<file path="config.mk">
export PLATFORM = sky130hd
export DESIGN_NAME = sorted_key_list_top
export DESIGN_NICKNAME = d
export VERILOG_FILES = /design/src/rtl/skl_pkg.sv /design/src/rtl/skl_cell.sv /design/src/rtl/sorted_key_list_top.sv
export VERILOG_INCLUDE_DIRS = /design/src /design/src/rtl
export SDC_FILE = /design/constraint.sdc
export NUM_CORES = 2
export LEC_CHECK = 0
export ABC_CLOCK_PERIOD_IN_PS = 14050
export BUFFER_PORTS_ARGS = -buffer_cell sky130_fd_sc_hd__buf_2
export CORE_MARGIN = 2
export CORE_UTILIZATION = 65
export CTS_BUF_LIST = sky130_fd_sc_hd__clkbuf_2 sky130_fd_sc_hd__clkbuf_4 sky130_fd_sc_hd__clkbuf_8
export CTS_CLUSTER_SIZE = 24
export DETAILED_ROUTE_END_ITERATION = 6
export PLACE_DENSITY = 0.84
export RECOVER_POWER = 50
export SETUP_SLACK_MARGIN = 0.3
export SYNTH_ARGS = -nofsm -noshare
export SYNTH_HDL_FRONTEND = slang
export SYNTH_SLANG_ARGS = --single-unit
</file>
<file path="constraint.sdc">
create_clock -name clk -period 14.05 [get_ports clk]
set_clock_uncertainty 0.1 [all_clocks]
set_input_delay 0.7025 -clock clk [delete_from_list [all_inputs] [get_ports clk]]
set_output_delay 0.7025 -clock clk [all_outputs]
set_load 0.02 [all_outputs]
</file>
<file path="src/rtl/sorted_key_list_top_macros.svh">
// ----------------------------------------------------------------------------
// sorted key list assertion macros
// shared concurrent assertion forms for the sorted key list rtl
// ----------------------------------------------------------------------------
`ifndef SORTED_KEY_LIST_TOP_MACROS_SVH
`define SORTED_KEY_LIST_TOP_MACROS_SVH

// condition holds at every clock edge outside reset
`define SKL_ASSERT_ALWAYS(label, clk, rst, cond) \
  label: assert property (@(posedge clk) disable iff (rst) (cond)) \
    else $error("sorted key list invariant violated");

// cause in one cycle implies effect in the next
`define SKL_ASSERT_NEXT(label, clk, rst, cause, effect) \
  label: assert property (@(posedge clk) disable iff (rst) (cause) |=> (effect)) \
    else $error("sorted key list next-cycle check failed");

`endif

</file>
<file path="src/rtl/skl_pkg.sv">
// ----------------------------------------------------------------------------
// skl_pkg
// types and constants shared by the sorted key list cells and top level
// ----------------------------------------------------------------------------
`default_nettype none

package skl_pkg;

  localparam int KEY_W   = 32;
  localparam int COUNT_W = 5;

  localparam logic ACT_INSERT = 1'b0;
  localparam logic ACT_REMOVE = 1'b1;

  typedef enum logic [1:0] {
    STATUS_DONE      = 2'd0,
    STATUS_FULL      = 2'd1,
    STATUS_NOT_FOUND = 2'd2
  } skl_status_t;

  // broadcast to every cell in the chain
  typedef struct packed {
    logic             ins;
    logic             rem;
    logic [KEY_W-1:0] key;
  } skl_ctrl_t;

endpackage

`default_nettype wire

</file>
<file path="src/rtl/skl_cell.sv">
// ----------------------------------------------------------------------------
// skl_cell
// one slot of the sorted chain: holds a key, compares, shifts with neighbors
// ----------------------------------------------------------------------------
`default_nettype none

module skl_cell
  import skl_pkg::*;
(
  input  wire logic             clk,
  input  wire skl_ctrl_t        ctrl,
  input  wire logic             valid,
  input  wire logic             left_less,
  input  wire logic [KEY_W-1:0] left_key,
  input  wire logic [KEY_W-1:0] right_key,
  output logic      [KEY_W-1:0] key,
  output logic                  less,
  output logic                  eq
);

  logic [KEY_W-1:0] key_next;

  assign less = valid && ($signed(key) < $signed(ctrl.key));
  assign eq   = valid && (key == ctrl.key);

  always_comb begin
    key_next = key;
    if (ctrl.ins) begin
      if (!less) begin
        // first cell not below the new key takes it, the rest move right
        key_next = left_less ? ctrl.key : left_key;
      end
    end else if (ctrl.rem) begin
      if (!less) begin
        key_next = right_key;
      end
    end
  end

  always_ff @(posedge clk) begin
    key <= key_next;
  end

endmodule

`default_nettype wire

</file>
<file path="src/rtl/sorted_key_list_top.sv">
// ----------------------------------------------------------------------------
// sorted_key_list_top
// sorted list of signed keys held in a row of compare-and-shift cells
// ----------------------------------------------------------------------------
// usage
//   slave channel carries one request: s_tuser is the action (insert or
//   remove), s_tdata the signed 32-bit key
//   master channel returns one result per request: m_tuser is the status
//   (done, list full, key not found), m_tdata the key count after the step
//   every cell compares its key against the request key in the same cycle;
//   the cells left of the slot keep their key, the rest shift one place,
//   so a request is done in the cycle it is accepted
//   the result is registered and valid in the cycle after the request is accepted
//   throughput: one request per cycle while results are taken, set by the
//   cell update and the output register; a new request is taken in the cycle the
//   previous result is taken
//   when m_tready is low and a result is held, s_tready drops until the
//   result is taken
//   reset clears the key count and the output valid; cell contents are
//   left as they are and only cells below the count are ever compared
// ----------------------------------------------------------------------------
`default_nettype none
`include "sorted_key_list_top_macros.svh"

module sorted_key_list_top
  import skl_pkg::*;
#(
  parameter int CAPACITY = 16
) (
  input  wire logic        clk,
  input  wire logic        rst,
  input  wire logic        s_tvalid,
  output logic             s_tready,
  input  wire logic [31:0] s_tdata,   // [31:0] key
  input  wire logic [0:0]  s_tuser,   // [0] action
  output logic             m_tvalid,
  input  wire logic        m_tready,
  output logic      [7:0]  m_tdata,   // [4:0] count, [7:5] zero
  output logic      [1:0]  m_tuser    // [1:0] status
);

  localparam int CW = $clog2(CAPACITY + 1);

  logic [CW-1:0]      count;
  logic [CW-1:0]      count_next;
  logic               s_accept;
  logic               full;
  logic               found;
  skl_ctrl_t          ctrl;
  skl_status_t        status_next;
  logic [CAPACITY-1:0] valid;
  logic [CAPACITY-1:0] less;
  logic [CAPACITY-1:0] eq;
  logic [KEY_W-1:0]   keys [CAPACITY];
  logic [CW+COUNT_W-1:0] count_ext;

  // output register frees the input whenever it is empty or being drained
  assign s_tready = !m_tvalid || m_tready;
  assign s_accept = s_tvalid && s_tready;

  assign full  = (count == CW'(CAPACITY));
  assign found = |eq;

  // only the request that really changes the list moves the cells
  always_comb begin
    ctrl.key = s_tdata;
    ctrl.ins = s_accept && (s_tuser[0] == ACT_INSERT) && !full;
    ctrl.rem = s_accept && (s_tuser[0] == ACT_REMOVE) && found;
  end

  always_comb begin
    count_next  = count;
    status_next = STATUS_DONE;
    if (s_tuser[0] == ACT_INSERT) begin
      if (full) begin
        status_next = STATUS_FULL;
      end else begin
        count_next = count + CW'(1);
      end
    end else begin
      if (!found) begin
        status_next = STATUS_NOT_FOUND;
      end else begin
        count_next = count - CW'(1);
      end
    end
  end

  // the chain of cells, index 0 holds the smallest key
  for (genvar g = 0; g < CAPACITY; g++) begin : g_cell
    logic             left_less;
    logic [KEY_W-1:0] left_key;
    logic [KEY_W-1:0] right_key;

    assign valid[g] = (CW'(g) < count);

    if (g == 0) begin : g_first
      assign left_less = 1'b1;
      assign left_key  = s_tdata;
    end else begin : g_mid
      assign left_less = less[g-1];
      assign left_key  = keys[g-1];
    end

    if (g == CAPACITY - 1) begin : g_last
      assign right_key = keys[g];
    end else begin : g_inner
      assign right_key = keys[g+1];
    end

    skl_cell u_cell (
      .clk       (clk),
      .ctrl      (ctrl),
      .valid     (valid[g]),
      .left_less (left_less),
      .left_key  (left_key),
      .right_key (right_key),
      .key       (keys[g]),
      .less      (less[g]),
      .eq        (eq[g])
    );
  end

  // count field carries the low bits of the stored count
  assign count_ext = {{COUNT_W{1'b0}}, count_next};

  always_ff @(posedge clk) begin
    if (rst) begin
      count    <= '0;
      m_tvalid <= 1'b0;
    end else begin
      if (s_accept) begin
        count    <= count_next;
        m_tvalid <= 1'b1;
      end else if (m_tready) begin
        m_tvalid <= 1'b0;
      end
    end
  end

  always_ff @(posedge clk) begin
    if (s_accept) begin
      m_tdata <= {3'b000, count_ext[COUNT_W-1:0]};
      m_tuser <= status_next;
    end
  end

  `SKL_ASSERT_ALWAYS(a_count_bound, clk, rst, count <= CW'(CAPACITY))
  `SKL_ASSERT_NEXT(a_insert_grows, clk, rst, ctrl.ins, count == $past(count) + CW'(1))
  `SKL_ASSERT_NEXT(a_remove_shrinks, clk, rst, ctrl.rem, count == $past(count) - CW'(1))
  `SKL_ASSERT_NEXT(a_result_follows, clk, rst, s_accept, m_tvalid)
  `SKL_ASSERT_ALWAYS(a_full_refuses, clk, rst, !(ctrl.ins && full))

endmodule

`default_nettype wire

</file>
# Word level (Yosys, flattened, before mapping)
# Index checks and enable logic that the tools add are counted.
[word_totals]
register_bits = 525
latchBits = 0
ramBits = 0
mem_bits_ro = 0
in_bits = 37
out_inout_bits = 12
word_cells = 230
n_memories = 0
[op_classes]
addsub = 2
n_mul = 0
div_mod_pow = 0
magnitude_cmp = 32
eq_ne = 17
shift = 0
mux = 83
bitwise_logic = 17
n_reduce_logical = 59
[op_table]
columns = ["operator", "n"]
rows = [
  ["$mux 32", 75],
  ["$eq 32x32->1", 16],
  ["$lt 32x32->1", 16],
  ["$lt 4x5->1 const A", 8],
  ["$logic_and 1x1->1", 37],
  ["$reduce_and 2->1", 16],
  ["$lt 3x5->1 const A", 4],
  ["$not 1->1", 17],
  ["$reduce_or 16->1", 1],
  ["$mux 5", 3],
  ["$lt 1x5->1 const A", 2],
  ["$lt 2x5->1 const A", 2],
  ["$add 5x1->5 const B", 1],
  ["$eq 5x5->1 const B", 1],
  ["$sub 5x1->5 const B", 1],
  ["$mux 2", 2],
  ["$reduce_bool 2->1", 2],
  ["$mux 1", 3],
  ["$logic_not 1->1", 2],
  ["$logic_or 1x1->1", 1],
]

# Depth between registers and ports, before layout
[logic_depth]
word_depth = 7
mapped_depth = 13
ltp_nobuf = 10

# Modules after synthesis
# From an unflattened synthesis, not the netlist that was laid out.
[unflattened]
cells_unflattened = 4281
area_unflattened_um2 = 41076.9
[by_module_without_submodules]
columns = ["mod", "instances", "cells_per_inst", "area_each_um2", "seq_area_each_um2"]
rows = [
  ["skl_cell at g_cell[0].u_cell ...", 15, 260, 2499.9, 960.9],
  ["skl_cell at g_cell[15].u_cell", 1, 261, 2492.4, 960.9],
  ["sorted_key_list_top", 1, 120, 1086.0, 330.3],
]

# Worst setup path after synthesis
# OpenSTA, ideal clock, no wires.
[synth_timing]
path_kind = "input to register"
startpoint = "input s_tdata[31]"
endpoint = "register g_cell[3].u_cell.key[0], enable pin"
setup_time_ns = 0.461
arrival_time_ns = 5.455
t_required_ns = 13.489
slack_ns = 8.034
path_stages = 12
path_buffers = 3
cell_sequence = "clkbuf_1 inv_1 ha_1 a21oi_1 o21ai_0 a2111o_1 a311oi_1 nor4_1 or2_2 buf_2 buf_2 nor3_1"
[synth_via]
elab_chain_cells = 6
elab_cells_between_ends = 39
cone_classes = "order compare: 1; eq/ne: 16; bitwise: 1; reduce/logical: 21"
[synth_rtl]
columns = ["element", "line", "source"]
rows = [
  ["from (decl)", "sorted_key_list_top.sv:34", "input wire logic [31:0] s_tdata,"],
  ["parallel branches: the longest is 5 deep, another holds $lt 32x32->1", "n/a", ""],
  ["$reduce_and 2->1 (no source line) *", "n/a", ""],
  ["to (signal assigned)", "skl_cell.sv:41", "key <= key_next;"],
  ["to (decl)", "skl_cell.sv:16", "output logic [KEY_W-1:0] key,"],
]
# Every way passes the cells marked *.
# A chain may end at the register's enable or synchronous reset.

# Final worst setup path
[layout_timing]
startpoint = "register m_tvalid"
endpoint = "register g_cell[4].u_cell.key[22], data pin"
[layout_via]
elab_chain_cells = 6
[layout_rtl]
columns = ["element", "line", "source"]
rows = [
  ["from (decl)", "sorted_key_list_top.sv:36", "output logic m_tvalid,"],
  ["from (signal assigned)", "sorted_key_list_top.sv:130", "m_tvalid <= 1'b0;"],
  ["from (signal assigned)", "sorted_key_list_top.sv:134", "m_tvalid <= 1'b1;"],
  ["from (signal assigned)", "sorted_key_list_top.sv:136", "m_tvalid <= 1'b0;"],
  ["$logic_not 1->1", "sorted_key_list_top.sv:58", "assign s_tready = !m_tvalid || m_tready;"],
  ["$logic_or 1x1->1", "sorted_key_list_top.sv:58", ""],
  ["$logic_and 1x1->1", "sorted_key_list_top.sv:59", "assign s_accept = s_tvalid && s_tready;"],
  ["named net s_accept", "sorted_key_list_top.sv:46", "logic s_accept;"],
  ["$logic_and 1x1->1 (2 in series)", "sorted_key_list_top.sv:67", "ctrl.ins = s_accept && (s_tuser[0] == ACT_INSERT) && !full;"],
  ["$mux 32", "skl_cell.sv:28", "if (ctrl.ins) begin"],
  ["named net g_cell[4].u_cell.key_next[22]", "skl_cell.sv:21", "logic [KEY_W-1:0] key_next;"],
  ["to (signal assigned)", "skl_cell.sv:41", ""],
  ["to (decl)", "skl_cell.sv:16", ""],
]
# The timed path passes the listed nets, and every way through them passes these cells.

==> results.ini <==
[outcome]
status=finished, violations left
violations=capacitance limit, slew limit

[finish]
syn_to_final_growth_pct=6.661
fin_util_pct=69.89
drive_above_1_share_pct=6.758
nets=4199

[synth]
yosys-top-cells-area=edfxtp_1 (41%), ha_1 (17%), mux2i_1 (12%)
yosys_warnings=0
netlist.area_leader.share_pct=41.38
yosysSeqAreaShare_pct=41.70
synth_most_common_cell=nand2_1
synth_common_cells=nand2_1 (551), edfxtp_1 (519), ha_1 (516)
avgSynthCellArea_um2=10.31
synthCells=3654
synth_edf_count=519
yosysTopAreaCell=edfxtp_1
syn-cell-area_um2=37660
ys_types=70
async_reset_ff_share_pct=0
synth_seq_cells=525
synth_top_flop_cell=edfxtp_1

[clocking]
cts_setup_buffers=0
cts_resized=0
clkSinkCount=525
hold_buffers=0
clock_tree.root_cell=clkbuf_8
clock_latency_ns=0.70
cts_tree=done
cts_inserted_buffers=92
clk_pin_slew_ns=0.06
cts_buffer_depth=3
htreeDepth=3

[route]
vias=30178
drtPass1Iterations=6
routed_wl_um=104500
drt_iter0_markers=3451
wl_per_cell_um=23.29
ant_nets=0
viasPerCell=6.727
drc=0

[worst_setup_path]
critPathRequiredTime_ns=14.33
end_kind=flop
arrival_ns=9.17
cp_top_family=buffers and inverters
startpoint_type=flop
crit_slowest_cell=clkbuf_1
crit_chain=nand2b_1, nand2_1, clkbuf_1, clkinv_1, nand3_1, clkbuf_1, buf_4, o21ai_0
reg2reg_depth=8
cp.buffers_inverters=4
crit_cells=8
critPathMaxFanout=124
crit_path_frequent_cell=clkbuf_1
worstSetupPathType=flop to flop
max_stage_delay_ns=3.18

[timing]
min_period_over_period_pct=63.25
worst_pin_slew_ns=4.510
max_freq_ghz=0.1125
rsz0062_at_grt=false
setup_viol=0
fin_ws_ns=5.163
slew_headroom_pct=-200.7
slew_violations=826
report.final.hold_viol_count=0
fin_hold_ws_ns=0.1728
tns_ns=0
layout_min_cycle_time_ns=8.887

[floorplanning]
coreArea_um2=57480
die_x_um=244.7
die_h_um=244.7
start_util_pct=65.53
io_pins=49
num_rows=88
design.die.area_um2=59880

[power_and_ir_drop]
ir_worst_vdd_v=0.00007987
swShare_pct=29.17
power.density_nw_per_um2=99.58
p_sw_mw=1.167
internal_power_mw=2.833
seq_power_share_pct=48.2
power_leakage_nw=17.44
pwr-share-comb_pct=16.7
clock_power_share_pct=35.1
report.power.total_mw=4.000

[run]
maxCapViolations=16

[placement]
place_hpwl_um=75160
dpl_worst_slack_ns=8.105
globalplace.congestion=0.9666
portBuffers=45

[hold_path]
holdPathStages=3
hold_path_class=input port to flop

[global_route]
grt_max_degree=234
grtUsageTotal_pct=34.43
antenna_found_initial=6
grt_pass1_wl_um=162800
grt_pass1_vias=29563
grt_overflow_total=0

[logic make-up (layout without fill, tap and decap cells)]
kind of cell             count (synthesis)  after routing  share of synthesized area (%)
other                                    1             10                       0.009957
multiplexers                           486            486                          13.05
flip-flops                             525            525                          41.70
AO/OA/AOI/OAI                          957            957                          14.33
AND/OR/NAND/NOR                        904            904                          10.79
buffers and inverters                  261            319                          2.884
adder cells (fa/ha/maj)                516            516                          17.14
XOR/XNOR                                 4              4                        0.09301
[power groups by stage]
stage / clock (mW) / sequential [mW] / combinational [mW]
2_1_floorplan: 0 / 1.92 / 0.459
4_1_cts: 1.41 / 1.92 / 0.652
3_3_place_gp: 0 / 1.95 / 0.613
6_report: 1.40 / 1.93 / 0.669
5_1_grt: 1.48 / 1.93 / 0.746
3_5_place_dp: 0 / 1.95 / 0.646
[cell usage in the layout (no fill, tap or decap), drive strengths merged, types with 5 or more instances in the layout]
master / count
o21bai: 5
diode: 7
nand4: 129
o21ba: 14
o211ai: 18
nand2: 552
mux2: 34
nor3: 29
a211oi: 21
mux2i: 452
nand3: 45
dfxtp: 6
nand2b: 7
o21a: 13
o21ai: 516
nor4: 21
o2111a: 5
nor2: 76
and2: 8
clkinv: 23
a21o: 62
a21boi: 9
o41ai: 8
nor2b: 16
ha: 516
inv: 64
and4: 7
buf: 66
edfxtp: 519
a21oi: 255
clkbuf: 161
[worst paths after layout]
kind	start	endpoint	slack, ns
worst min register to register	m_tvalid	m_tvalid	0.43
worst max register to register	m_tvalid	g_cell[4].u_cell.key[22]	5.16
worst max-delay path	m_tvalid	g_cell[4].u_cell.key[22]	5.16
worst min-delay path	s_tvalid	m_tvalid	0.17
[sequential cells by signal, indices dropped and copies added, names as in the netlist]
register	flops
m_tvalid	1
m_tuser	2
g_cell.u_cell.key	512
m_tdata	5
count	5
[layout make-up]
class	instances	area, µm²
Antenna cell	7	17.52
Clock buffer	134	1600
Clock inverter	28	153.9
Fill cell	4160	17300
Inverter	64	240.2
Multi-Input combinational cell	2870	20980
Sequential cell	525	15710
Tap cell	765	957.2
Timing Repair Buffer	93	521.8
[routing by layer]
| layer | part of all wire (%) | GRT usage [%] | wire length (µm) |
|---|---|---|---|
| met5 | 0 | 0 | 0 |
| met4 | 4.8 | 18.33 | 5018 |
| met3 | 9.5 | 5.270 | 9929 |
| met2 | 45 | 53.19 | 46650 |
| met1 | 41 | 46.95 | 42890 |
[worst reg2reg max path: cells and delay by family (launching register included)]
| kind | cells | cell delay, ns |
|---|---|---|
| DFF | 1 | 0.32 |
| AOI/OAI and AO/OA | 1 | 0.37 |
| buffers and inverters | 4 | 5.86 |
| and+or+nand+nor | 3 | 1.92 |
[stage by stage]
step           instances  area, µm²
2_1_floorplan       3656      37670
3_3_place_gp        4317      38580
3_5_place_dp        4317      38580
4_1_cts             4479      40330
5_1_grt             4485      40170
6_report            4486      40170
(Power assumes the default switching activity.)
